==> config.mk <==
export PLATFORM = sky130hd
export DESIGN_NAME = ccmp_header_pn_replay_engine
export DESIGN_NICKNAME = d
export VERILOG_FILES = /design/src/sv/ccmp_pkg.sv /design/src/sv/ccmp_pn_unit.sv /design/src/sv/ccmp_header_pn_replay_engine.sv
export SDC_FILE = /design/constraint.sdc
export NUM_CORES = 1
export LEC_CHECK = 0
export ABC_AREA = 0
export BUFFER_PORTS_ARGS = -buffer_cell sky130_fd_sc_hd__buf_4
export CAP_MARGIN = 20
export CORE_MARGIN = 2
export CORE_UTILIZATION = 45
export CTS_CLUSTER_DIAMETER = 80
export DETAILED_ROUTE_END_ITERATION = 10
export HOLD_SLACK_MARGIN = 0.02
export PLACE_DENSITY = 0.62
export SETUP_SLACK_MARGIN = 0.05
export SLEW_MARGIN = 20
export SYNTH_ARGS = -nofsm -noshare
export SYNTH_HDL_FRONTEND = slang
export SYNTH_HIERARCHICAL = 1
export SYNTH_SLANG_ARGS = --single-unit
==> constraint.sdc <==
create_clock -name clock -period 6.02 [get_ports clock]
set_input_delay 0.301 -clock clock [delete_from_list [all_inputs] [get_ports clock]]
set_output_delay 0.301 -clock clock [all_outputs]
set_load 0.01 [all_outputs]
==> src/sv/ccmp_pkg.sv <==
`default_nettype none
package ccmp_pkg;

   localparam int PN_W      = 48;
   localparam int HDR_W     = 64;
   localparam int CNT_W     = 32;
   localparam int KID_W     = 2;
   localparam int EXTIV_POS = 5;
   localparam int KID_SHIFT = 6;

   localparam logic [1:0] REQ_TX    = 2'd0;
   localparam logic [1:0] REQ_RX    = 2'd1;
   localparam logic [1:0] REQ_REKEY = 2'd2;

   localparam logic [2:0] ST_OK         = 3'd0;
   localparam logic [2:0] ST_TOO_SHORT  = 3'd1;
   localparam logic [2:0] ST_NO_EXTIV   = 3'd2;
   localparam logic [2:0] ST_KEY_MISM   = 3'd3;
   localparam logic [2:0] ST_NO_KEY     = 3'd4;
   localparam logic [2:0] ST_REPLAY     = 3'd5;
   localparam logic [2:0] ST_MIC_FAIL   = 3'd6;
   localparam logic [2:0] ST_TX_NO_ROOM = 3'd7;

   typedef struct packed {
      logic [1:0]       req_type;
      logic [HDR_W-1:0] rx_header;
      logic             frame_long_enough;
      logic             mic_ok;
      logic             key_present;
      logic [PN_W-1:0]  seed_pn;
   } req_type;

   typedef struct packed {
      logic [2:0]       status;
      logic [HDR_W-1:0] tx_header;
      logic [PN_W-1:0]  packet_number;
      logic [KID_W-1:0] frame_key_index;
      logic [CNT_W-1:0] format_error_count;
      logic [CNT_W-1:0] replay_count;
      logic [CNT_W-1:0] decrypt_error_count;
   } rsp_type;

endpackage
`default_nettype wire

==> src/sv/ccmp_pn_unit.sv <==
`default_nettype none
module ccmp_pn_unit (
   input  wire logic                   clock,
   input  wire logic                   reset,
   input  wire logic                   fire,
   input  wire ccmp_pkg::req_type      req,
   input  wire logic [1:0]             key_index,
   output ccmp_pkg::rsp_type           rsp
);
   import ccmp_pkg::*;

   logic [PN_W-1:0]  tx_pn_ff, tx_pn_in;
   logic [PN_W-1:0]  rx_pn_ff, rx_pn_in;
   logic             key_valid_ff, key_valid_in;
   logic [CNT_W-1:0] fmt_cnt_ff, fmt_cnt_in;
   logic [CNT_W-1:0] rpl_cnt_ff, rpl_cnt_in;
   logic [CNT_W-1:0] dec_cnt_ff, dec_cnt_in;

   logic [7:0]       kid_octet;
   logic [PN_W-1:0]  rx_pn_parsed;
   logic [PN_W-1:0]  tx_pn_next;
   logic [31:0]      hi_new, hi_old, hi_diff;
   logic [15:0]      lo_new, lo_old;
   logic             replay;

   assign kid_octet    = req.rx_header[31:24];
   assign rx_pn_parsed = {req.rx_header[63:32], req.rx_header[15:0]};
   assign tx_pn_next   = tx_pn_ff + PN_W'(1);
   assign hi_new       = rx_pn_parsed[47:16];
   assign hi_old       = rx_pn_ff[47:16];
   assign lo_new       = rx_pn_parsed[15:0];
   assign lo_old       = rx_pn_ff[15:0];
   assign hi_diff      = hi_new - hi_old;
   assign replay       = hi_diff[31] || ((hi_new == hi_old) && (lo_new <= lo_old));

   always_comb begin
      tx_pn_in     = tx_pn_ff;
      rx_pn_in     = rx_pn_ff;
      key_valid_in = key_valid_ff;
      fmt_cnt_in   = fmt_cnt_ff;
      rpl_cnt_in   = rpl_cnt_ff;
      dec_cnt_in   = dec_cnt_ff;
      rsp.status          = ST_OK;
      rsp.tx_header       = '0;
      rsp.packet_number   = '0;
      rsp.frame_key_index = '0;
      case (req.req_type)
         REQ_TX: begin
            if (!req.frame_long_enough) begin
               rsp.status = ST_TX_NO_ROOM;
            end else begin
               tx_pn_in          = tx_pn_next;
               rsp.packet_number = tx_pn_next;
               rsp.tx_header     = {tx_pn_next[47:16], key_index, 1'b1,
                                    5'd0, 8'd0, tx_pn_next[15:0]};
            end
         end
         REQ_RX: begin
            rsp.packet_number   = rx_pn_parsed;
            rsp.frame_key_index = kid_octet[7:KID_SHIFT];
            if (!req.frame_long_enough) begin
               rsp.status = ST_TOO_SHORT;
               fmt_cnt_in = fmt_cnt_ff + CNT_W'(1);
            end else if (!kid_octet[EXTIV_POS]) begin
               rsp.status = ST_NO_EXTIV;
               fmt_cnt_in = fmt_cnt_ff + CNT_W'(1);
            end else if (kid_octet[7:KID_SHIFT] != key_index) begin
               rsp.status = ST_KEY_MISM;
            end else if (!key_valid_ff) begin
               rsp.status = ST_NO_KEY;
            end else if (replay) begin
               rsp.status = ST_REPLAY;
               rpl_cnt_in = rpl_cnt_ff + CNT_W'(1);
            end else if (!req.mic_ok) begin
               rsp.status = ST_MIC_FAIL;
               dec_cnt_in = dec_cnt_ff + CNT_W'(1);
            end else begin
               rx_pn_in = rx_pn_parsed;
            end
         end
         REQ_REKEY: begin
            tx_pn_in          = '0;
            fmt_cnt_in        = '0;
            rpl_cnt_in        = '0;
            dec_cnt_in        = '0;
            key_valid_in      = req.key_present;
            rx_pn_in          = req.key_present ? req.seed_pn : '0;
            rsp.packet_number = rx_pn_in;
         end
         default: begin
         end
      endcase
      rsp.format_error_count  = fmt_cnt_in;
      rsp.replay_count        = rpl_cnt_in;
      rsp.decrypt_error_count = dec_cnt_in;
   end

   always_ff @(posedge clock) begin
      if (reset) begin
         tx_pn_ff     <= '0;
         rx_pn_ff     <= '0;
         key_valid_ff <= 1'b0;
         fmt_cnt_ff   <= '0;
         rpl_cnt_ff   <= '0;
         dec_cnt_ff   <= '0;
      end else if (fire) begin
         tx_pn_ff     <= tx_pn_in;
         rx_pn_ff     <= rx_pn_in;
         key_valid_ff <= key_valid_in;
         fmt_cnt_ff   <= fmt_cnt_in;
         rpl_cnt_ff   <= rpl_cnt_in;
         dec_cnt_ff   <= dec_cnt_in;
      end
   end

endmodule
`default_nettype wire

==> src/sv/ccmp_header_pn_replay_engine.sv <==
// A transaction accepted into the input register moves into the result register once that
// register is empty or being drained by rsp_ready; the PN and counter state updates at the
// same edge that loads the result register.
// Throughput: one transaction per cycle while rsp_ready keeps the result register draining.
// Reset (synchronous, active high) clears both packet numbers, the key-valid flag,
// the three statistics counters, the key index and both valid flags.
`default_nettype none
module ccmp_header_pn_replay_engine (
   input  wire logic              clock,
   input  wire logic              reset,
   input  wire logic              req_valid,
   output logic                   req_ready,
   input  wire ccmp_pkg::req_type req_payload,
   output logic                   rsp_valid,
   input  wire logic              rsp_ready,
   output ccmp_pkg::rsp_type      rsp_payload,
   input  wire logic              csr_wr_en,
   input  wire logic [1:0]        csr_wr_data
);
   import ccmp_pkg::*;

   logic       in_valid_ff, in_valid_in;
   req_type    in_data_ff;
   logic       out_valid_ff, out_valid_in;
   rsp_type    out_data_ff;
   logic [1:0] key_index_ff;
   logic       advance;
   rsp_type    rsp_next;

   assign advance      = in_valid_ff && (!out_valid_ff || rsp_ready);
   assign req_ready    = !in_valid_ff || advance;
   assign in_valid_in  = (req_valid && req_ready) || (in_valid_ff && !advance);
   assign out_valid_in = advance || (out_valid_ff && !rsp_ready);
   assign rsp_valid    = out_valid_ff;
   assign rsp_payload  = out_data_ff;

   ccmp_pn_unit u_pn (
      .clock     (clock),
      .reset     (reset),
      .fire      (advance),
      .req       (in_data_ff),
      .key_index (key_index_ff),
      .rsp       (rsp_next)
   );

   always_ff @(posedge clock) begin
      if (reset) begin
         in_valid_ff  <= 1'b0;
         out_valid_ff <= 1'b0;
         key_index_ff <= '0;
      end else begin
         in_valid_ff  <= in_valid_in;
         out_valid_ff <= out_valid_in;
         if (csr_wr_en) begin
            key_index_ff <= csr_wr_data;
         end
      end
   end

   always_ff @(posedge clock) begin
      if (req_valid && req_ready) begin
         in_data_ff <= req_payload;
      end
      if (advance) begin
         out_data_ff <= rsp_next;
      end
   end

   a_adv_loads: assert property (@(posedge clock) disable iff (reset)
      advance |=> out_valid_ff)
      else $error("result register not loaded after advance");

   a_no_room: assert property (@(posedge clock) disable iff (reset)
      (rsp_valid && rsp_payload.status == ST_TX_NO_ROOM) |->
      (rsp_payload.tx_header == '0 && rsp_payload.packet_number == '0))
      else $error("no-room result carries header or PN");

   a_rx_fail_no_hdr: assert property (@(posedge clock) disable iff (reset)
      (rsp_valid && rsp_payload.status != ST_OK && rsp_payload.status != ST_TX_NO_ROOM)
      |-> rsp_payload.tx_header == '0)
      else $error("receive failure carries transmit header");

   a_hold_input: assert property (@(posedge clock) disable iff (reset)
      (in_valid_ff && !advance) |=> in_valid_ff)
      else $error("input stage dropped a transaction");

endmodule
`default_nettype wire
Word level (Yosys, flattened, before mapping)
Cells that the tools add are included.

storage, ports and cells
  bits in registers = 527
  bits of input ports = 124
  output and inout port bits = 215
  logic and storage cells = 97

cells by class
  add/sub/neg operators = 5
  order comparisons = 1
  equal/unequal tests = 11
  mux-type cells = 36
  reductions and logical operators = 21

operators by type and width
  cell                                                                    number
  32-bit 2-to-1 mux                                                       13
  48-bit 2-to-1 mux                                                       8
  32-bit case mux with 2 select lines                                     3
  48-bit case mux with 2 select lines                                     2
  48-bit case mux with 3 select lines                                     1
  32-bit by 1-bit adder with 32-bit output (second input constant)        3
  78-bit 2-to-1 mux                                                       1
  48-bit by 1-bit adder with 48-bit output (second input constant)        1
  32-bit equality test                                                    1
  32-bit subtractor                                                       1
  3-bit 2-to-1 mux                                                        7
  16-bit <= comparator                                                    1
  2-bit inequality test (second input constant)                           6
  8-bit AND reduction                                                     1
  3-bit case mux with 2 select lines                                      1
  1-bit logical AND                                                       5
  1-bit logical OR                                                        5
  1-bit zero test                                                         4
  2-bit AND reduction                                                     2
  2-bit nonzero test                                                      2
  3-bit AND reduction                                                     1
  2-bit by 1-bit equality test with 1-bit output (second input constant)  1
  2-bit equality test (second input constant)                             1
  2-bit zero test                                                         1
  other kinds (2)                                                         2

Longest topological paths before layout
Gate-level depths: netlist (run 1).

  word-level depth = 9
  mapped depth = 13
  mapped depth without buffers = 10

Cells and area by module
Netlist (run 1), hierarchy kept.

by module, submodules not included
  module                        instances  cells an instance  area each (um2)  sequential area each (um2)
  ccmp_pn_unit                  1          1,934              14,052.2         3,863.7
  ccmp_header_pn_replay_engine  1          346                10,080.9         9,989.6

Worst setup path after synthesis (run 1)
OpenSTA, ideal clock, no wires.

  kind = reg2reg
  start point = register out_valid_ff, in the netlist rsp_valid
  end point = register u_pn.tx_pn_ff[46]
  setup time = 0.091 ns
  data arrival time = 5.240 ns
  required time = 5.929 ns
  path slack = 0.689 ns
  stages on the path, launching flop included = 8
  buffers on the path = 1
  clock period less this slack = 5.331 ns
  cell sequence = dfxtp_1 > nand2b_1 > and2_2 > clkinv_1 > nor3_1 > clkbuf_1 > o21ai_0 > a311oi_1

between the ends
  longest elaborated chain between the ends = 4

RTL lines
  item                                  line                                RTL
  start, declared                       ccmp_header_pn_replay_engine.sv:24  logic out_valid_ff, out_valid_in;
  start signal, assigned                ccmp_header_pn_replay_engine.sv:53  out_valid_ff <= out_valid_in;
  1-bit zero test                       ccmp_header_pn_replay_engine.sv:30  assign advance = in_valid_ff && (!out_valid_ff || rsp_ready);
  1-bit logical OR                      ccmp_header_pn_replay_engine.sv:30
  1-bit logical AND                     ccmp_header_pn_replay_engine.sv:30
  named net advance                     ccmp_header_pn_replay_engine.sv:27  logic advance;
  3-bit AND reduction (no source line)  -
  end signal, assigned                  ccmp_pn_unit.sv:107                 tx_pn_ff <= tx_pn_in;
  end, declared                         ccmp_pn_unit.sv:12                  logic [PN_W-1:0] tx_pn_ff, tx_pn_in;

The timed path passes the listed nets, and every way through them passes these cells.
A chain may end at the register's enable or synchronous reset.

Worst setup path in the final report (run 1)
  start point = register in_data_ff[96] (netlist bit)
  end point = register u_pn.rx_pn_ff[4]

between the ends
  longest elaborated chain between the ends = 5
  elaborated cells on any way between the ends = 6
  classes of those cells = add/sub: 1; eq/ne: 2; reduce/logical: 3

RTL lines
  item                                                                       line                                RTL
  start, declared                                                            ccmp_header_pn_replay_engine.sv:23  req_type in_data_ff;
  start signal, assigned                                                     ccmp_header_pn_replay_engine.sv:62  in_data_ff <= req_payload;
  parallel branches: the longest is 2 deep, another holds 32-bit subtractor  -
  1-bit logical OR *                                                         ccmp_pn_unit.sv:34                  assign replay = hi_diff[31] || ((hi_new == hi_old) && (lo_new <= lo_old));
  2-bit inequality test (no source line) *                                   -
  8-bit AND reduction (no source line) *                                     -
  end signal, assigned                                                       ccmp_pn_unit.sv:108                 rx_pn_ff <= rx_pn_in;
  end, declared                                                              ccmp_pn_unit.sv:13                  logic [PN_W-1:0] rx_pn_ff, rx_pn_in;

Mark *: on every way between the ends.

==> results of run 1 <==
## metal layers
metal,GRT usage,wire (um),vias up
li1,-,-,9019
met3,0.03845,3416,126
met4,0.08129,1939,4
met1,0.2954,27260,9134
met5,0,27,-
met2,0.3897,31580,580
## through the flow
step	power (mW)	std cells	hold WS (ns)	instance area (um^2)	utilization
floorplan	4.269	2279	0.3634	23790	-
global placement	4.546	3168	0.4675	26670	0.5096
detailed placement	4.554	3168	0.4687	26680	0.5098
CTS	7.983	3381	0.09671	29570	0.5650
global route	8.169	3381	0.1133	29580	0.5652
finish	7.892	3382	0.1319	29580	0.5652
## sequential cells by signal, summed over array words and instances, names as in the netlist, 2 cells and up
register / flops
rsp_payload: 213
in_data_ff: 104
u_pn/rx_pn_ff: 48
u_pn/tx_pn_ff: 48
u_pn/dec_cnt_ff: 32
u_pn/fmt_cnt_ff: 32
u_pn/rpl_cnt_ff: 32
key_index_ff: 2
## final cells by class
class | instances | area (um^2) | share of cell area
sequential | 514 | 13460 | 0.4551
multi-input combinational | 1546 | 9487 | 0.3207
timing repair buffer | 458 | 3716 | 0.1256
clock buffer | 62 | 1401 | 0.04737
tap | 688 | 860.8 | 0.02910
clock inverter | 40 | 379.1 | 0.01282
inverter | 73 | 274.0 | 0.009262
antenna | 1 | 2.502 | 0.00008459
## worst paths after layout
path / cells past startpoint / slack (ns) / from / to
worst max-delay path: 10 / 1.67 / in_data_ff[96] / u_pn/rx_pn_ff[4]
worst min-delay path: 2 / 0.13 / reset / key_index_ff[0]
worst max register to register: 10 / 1.67 / in_data_ff[96] / u_pn/rx_pn_ff[4]
worst min register to register: 2 / 0.49 / u_pn/fmt_cnt_ff[30] / u_pn/fmt_cnt_ff[30]
## layout by cell type (no fill, tap or decap), types with 26 or more instances in the layout
master / count
a221o_1: 47
nor3_1: 46
o21ai_0: 117
inv_1: 72
a221oi_1: 30
ha_1: 53
a21oi_1: 143
and2_1: 59
nand4_1: 38
clkbuf_16: 54
edfxtp_1: 317
dfxtp_1: 197
nand2_1: 164
nor2_1: 286
a22oi_1: 26
nand3_1: 72
xor2_1: 51
nor4_1: 28
xnor2_1: 63
or3_1: 59
and3_1: 32
dlygate4sd3_1: 111
buf_4: 347
## power by group through the flow
stage	Sequential (mW)	Combinational [mW]	Clock (mW)
floorplan	4.03	0.240	0
global placement	4.00	0.543	0
detailed placement	4.01	0.548	0
CTS	3.93	0.611	3.44
global route	3.94	0.658	3.57
finish	3.93	0.608	3.35
==> results.sh, run 1 <==
export IMPL_power_switching_mw=1.835
export IMPL_ir_drop_mv=0.2503
export IMPL_power_frac_seq=0.498
export IMPL_cts_tree="yes"
export IMPL_dp_slack_ns=1.752
export IMPL_powerDensity_mw_per_mm2=266.8
export IMPL_tightest_slew_ns=1.162
export IMPL_min_period_ns=4.350
export IMPL_crit_slowest_cell="a21oi_4"
export IMPL_cp_buffers_inverters=1
export IMPL_p_leak_nw=10.57
export IMPL_syn_mean_instance_area_um2=10.47
export IMPL_critPathLaunchType="flop"
export IMPL_grt_pass1_wl_mm=98.63
export IMPL_syn_cell_area_mm2=0.02374
export IMPL_fp_dieArea_mm2=0.05462
export IMPL_grt_setup_unrepaired="no"
export IMPL_path_clk_slew_ns=0.06
export IMPL_fin_crit_sh=0.7225
export IMPL_dr_total_vias=18863
export IMPL_crit_path_max_incr_delay_ns=0.93
export IMPL_hold_buffers=111
export IMPL_first_global_vias=18160
export IMPL_drt_iter0_drc=1567
export IMPL_io_pins=339
export IMPL_post_cts_setup_buffers=0
export IMPL_cts_buffers=54
export IMPL_worstPathCellList="ha_1, nand3_1, nor3_1, o31a_1, o21a_1, o211a_1, o32ai_2, a21oi_4, buf_4, a221o_1"
export IMPL_path_class="flop to flop"
export IMPL_ant_nets=0
export IMPL_dp_hpwl_mm=42.44
export IMPL_p_sw_frac=0.2325
export IMPL_drc=0
export IMPL_layout_drive_gt1_share=0.1805
export IMPL_area_delta_synth_final_pct=24.60
export IMPL_slew_violations=0
export IMPL_grt_max_degree=78
export IMPL_fmax_mhz=229.9
export IMPL_arrival_ns=4.89
export IMPL_max_slew_margin=0.2251
export IMPL_core_mm2=0.05234
export IMPL_clock_path_buffers=3
export IMPL_finalWorstSetupSlack_ns=1.670
export IMPL_die_w_um=233.7
export IMPL_drt_vias_per_instance=5.577
export IMPL_power_internal_mw=6.057
export IMPL_nFillCells=4432
export IMPL_cp_max_fo=30
export IMPL_cap_violations=0
export IMPL_gp_routability_congestion=0.8348
export IMPL_p_clk_frac=0.425
export IMPL_numPortBuffers=325
export IMPL_rows=84
export IMPL_wl_per_cell_um=18.99
export IMPL_die_h_um=233.7
export IMPL_hp_class="input port to flop"
export IMPL_clock_sinks=514
export IMPL_tns_ns=0
export IMPL_cpLargestDelayFamily="compound AO/OA/AOI/OAI gates"
export IMPL_ys_warnings_count=6
export IMPL_outcome="completed"
export IMPL_pwr_share_comb=0.077
export IMPL_start_util=0.4536
export IMPL_layout_nets=2826
export IMPL_required_ns=6.56
export IMPL_hold_viol_final=0
export IMPL_drt_first_pass_iters=5
export IMPL_clock_root_buffer="clkbuf_16"
export IMPL_post_cts_resized=0
export IMPL_grtUsageTotal=0.2293
export IMPL_finalWirelength_mm=64.23
export IMPL_fin_skew_ns=0.01964
export IMPL_antenna_found_initial=3
export IMPL_synthCells=2267
export IMPL_endpoint_kind="flop"
export IMPL_h_tree_depth=2
export IMPL_setup_violations=0
export IMPL_overflow=0
export IMPL_clock_latency_ns=0.61
Note: power is estimated with default switching activity, not from simulation.
==> inputs of run 2 (changes only) <==
Settings changed: ABC_AREA 0 to 1, PLACE_DENSITY 0.62 to 0.64.
Clock period 6.02 ns to 3.9 ns, I/O delays scaled along.
==> run 2 against run 1 <==
Against the previous run:
- global-route usage increased by 3.3 points
- worst hold slack improved by 0.091 ns
- core utilization up 1.5 points
- clock power up 67%
- final cell count rose by 16%
- first-iteration DRC count rose by 1.6%
- maximum frequency up 35%
- critical endpoint is now rsp_payload[5]
- wire length up 16%
- total power increased by 67%
- via count grew 9.0%
- flip-flop and latch count stayed put
==> results.sh, run 2 <==
export IMPL_powerDensity_mw_per_mm2=422.1
export IMPL_numPortBuffers=325
export IMPL_layout_commonest_cell="nand2_1"
export IMPL_required_ns=4.23
export IMPL_fin_cells=3910
export IMPL_outcome="completed"
export IMPL_syn_mean_instance_area_um2=8.893
export IMPL_post_route_util=0.5805
export IMPL_fp_dieArea_mm2=0.05616
export IMPL_antenna_found_initial=6
export IMPL_hold_path_startpoint="reset"
export IMPL_rows=85
export IMPL_hp_class="input port to flop"
export IMPL_finalHoldWorstSlack_ns=0.2232
export IMPL_start_util=0.4548
export IMPL_min_period_ns=3.232
export IMPL_hold_depth=4
export IMPL_fmax_mhz=309.5
export IMPL_r2r_setup_slack_ns=0.67
export IMPL_fin_area_mm2=0.03118
export IMPL_gp_routability_congestion=0.9226
export IMPL_first_global_vias=19878
export IMPL_ant_nets=0
export IMPL_final_cell_mix="nand2_1 (459), inv_1 (448), buf_4 (347)"
export IMPL_post_cts_resized=0
export IMPL_fin_crit_sh=0.8286
export IMPL_die_w_um=237.0
export IMPL_largest_reg_flops=213
export IMPL_dp_cells=3692
export IMPL_rr_startpoint="in_data_ff[66]"
export IMPL_clock_latency_ns=0.61
export IMPL_ir_drop_mv=0.3371
export IMPL_finalWirelength_mm=74.79
export IMPL_endpoint_kind="flop"
export IMPL_overflow=0
export IMPL_drt_iter0_drc=1592
export IMPL_ys_warnings_count=6
export IMPL_layout_nets=3344
export IMPL_clock_sinks=514
export IMPL_die_h_um=237.0
export IMPL_arrival_ns=3.56
export IMPL_cp_max_fo=11
export IMPL_tightest_slew_ns=0.8998
export IMPL_clock_path_buffers=3
export IMPL_clock_root_buffer="clkbuf_16"
export IMPL_post_cts_setup_buffers=0
export IMPL_hold_viol_final=0
export IMPL_dr_total_vias=20555
export IMPL_cts_tree="yes"
export IMPL_path_class="flop to flop"
export IMPL_hold_buffers=113
export IMPL_grt_setup_unrepaired="no"
export IMPL_wl_per_cell_um=19.13
export IMPL_cap_violations=0
export IMPL_path_clk_slew_ns=0.07
export IMPL_drt_first_pass_iters=6
export IMPL_slew_violations=0
export IMPL_synthCells=2747
export IMPL_syn_cell_area_mm2=0.02443
export IMPL_setup_violations=0
export IMPL_max_slew_margin=0.4001
export IMPL_drt_vias_per_instance=5.257
export IMPL_reg2reg_depth=12
export IMPL_grt_pass1_wl_mm=114.1
export IMPL_fin_skew_ns=0.02095
export IMPL_h_tree_depth=2
export IMPL_area_delta_synth_final_pct=27.64
export IMPL_io_pins=339
export IMPL_core_mm2=0.05371
export IMPL_cts_buffers=54
export IMPL_dp_hpwl_mm=52.72
export IMPL_drc=0
export IMPL_p_leak_nw=12.74
export IMPL_critPathLaunchType="flop"
export IMPL_r2r_end="rsp_payload[5]"
export IMPL_grtUsageTotal=0.2621
export IMPL_hold_end="u_pn/rx_pn_ff[23]"
export IMPL_grt_max_degree=141
export IMPL_layout_drive_gt1_share=0.2131
export IMPL_place_area_mm2=0.02811
[run 2: cell count changes in the layout (fill, tap and decap cells not counted), sizes merged, moves of 28 or more]
cell / previous run / this run
nand3: 74 / 165
xnor2: 63 / 5
a221oi: 30 / 2
and2: 62 / 1
and3: 33 / 1
a221o: 47 / 0
nand2: 166 / 469
o22ai: 3 / 56
o21ai: 121 / 195
nor2: 289 / 211
inv: 74 / 470
or3: 60 / 0
a21oi: 146 / 209
[run 2: worst max-delay path, cell delays in order, from the launching register on]
cell	delay, ns
edfxtp_1	0.42
ha_1	0.33
nand2_1	0.09
nor3_1	0.26
nand2_1	0.09
nand2_1	0.06
nand2_1	0.10
nand2_2	0.16
nand3_1	0.25
nor2_2	0.51
nand3_2	0.20
o211ai_1	0.41
inv_1	0.09
[run 2: where the power goes]
| part | total [mW] | leakage (nW) | switching, mW | internal, mW |
|---|---|---|---|---|
| sequential | 6.19 | 4.72 | 0.144 | 6.05 |
| combinational | 1.36 | 7.08 | 0.838 | 0.524 |
| clock | 5.61 | 0.943 | 2.23 | 3.38 |
| total | 13.2 | 12.7 | 3.21 | 9.95 |
[run 2: layer usage]
layer	part of all wire	GRT usage	up-vias
met4	0.027	0.07537	6
li1	-	-	10023
met5	0.00051	0	-
met3	0.059	0.03940	99
met1	0.43	0.3460	9734
met2	0.49	0.4478	693
[run 2: through the flow]
| stage | setup TNS, ns | setup WS (ns) | power [mW] |
|---|---|---|---|
| 6_report | 0 | 0.6685 | 13.16 |
| 5_1_grt | 0 | 0.4810 | 13.63 |
| 4_1_cts | 0 | 0.7457 | 13.26 |
| 3_5_place_dp | 0 | 0.7742 | 7.560 |
| 3_3_place_gp | 0 | 0.8196 | 7.533 |
| 2_1_floorplan | -345.93 | -1.636 | 7.075 |
[run 2: how the worst max path moves through the flow]
stage                          startpoint                to  cells after the start
final                      in_data_ff[66]    rsp_payload[5]                     12
after global routing       in_data_ff[54]    rsp_payload[5]                     16
after CTS                  in_data_ff[66]    rsp_payload[5]                     12
after global placement    in_data_ff[100]   rsp_payload[25]                     17
after floorplan                 rsp_valid  u_pn/tx_pn_ff[5]                      8
after detailed placement   in_data_ff[66]    rsp_payload[5]                     12
[run 2: cell type report]
| cell class | count | area [um^2] |
|---|---|---|
| fillers | 4673 | 22530 |
| flip-flops and latches | 514 | 13470 |
| multi-input cells | 1660 | 9294 |
| repair buffers | 465 | 3836 |
| inverters | 470 | 1772 |
| clock buffers | 70 | 1503 |
| well taps | 696 | 870.8 |
| clock inverters | 31 | 427.9 |
| diodes | 4 | 10.01 |
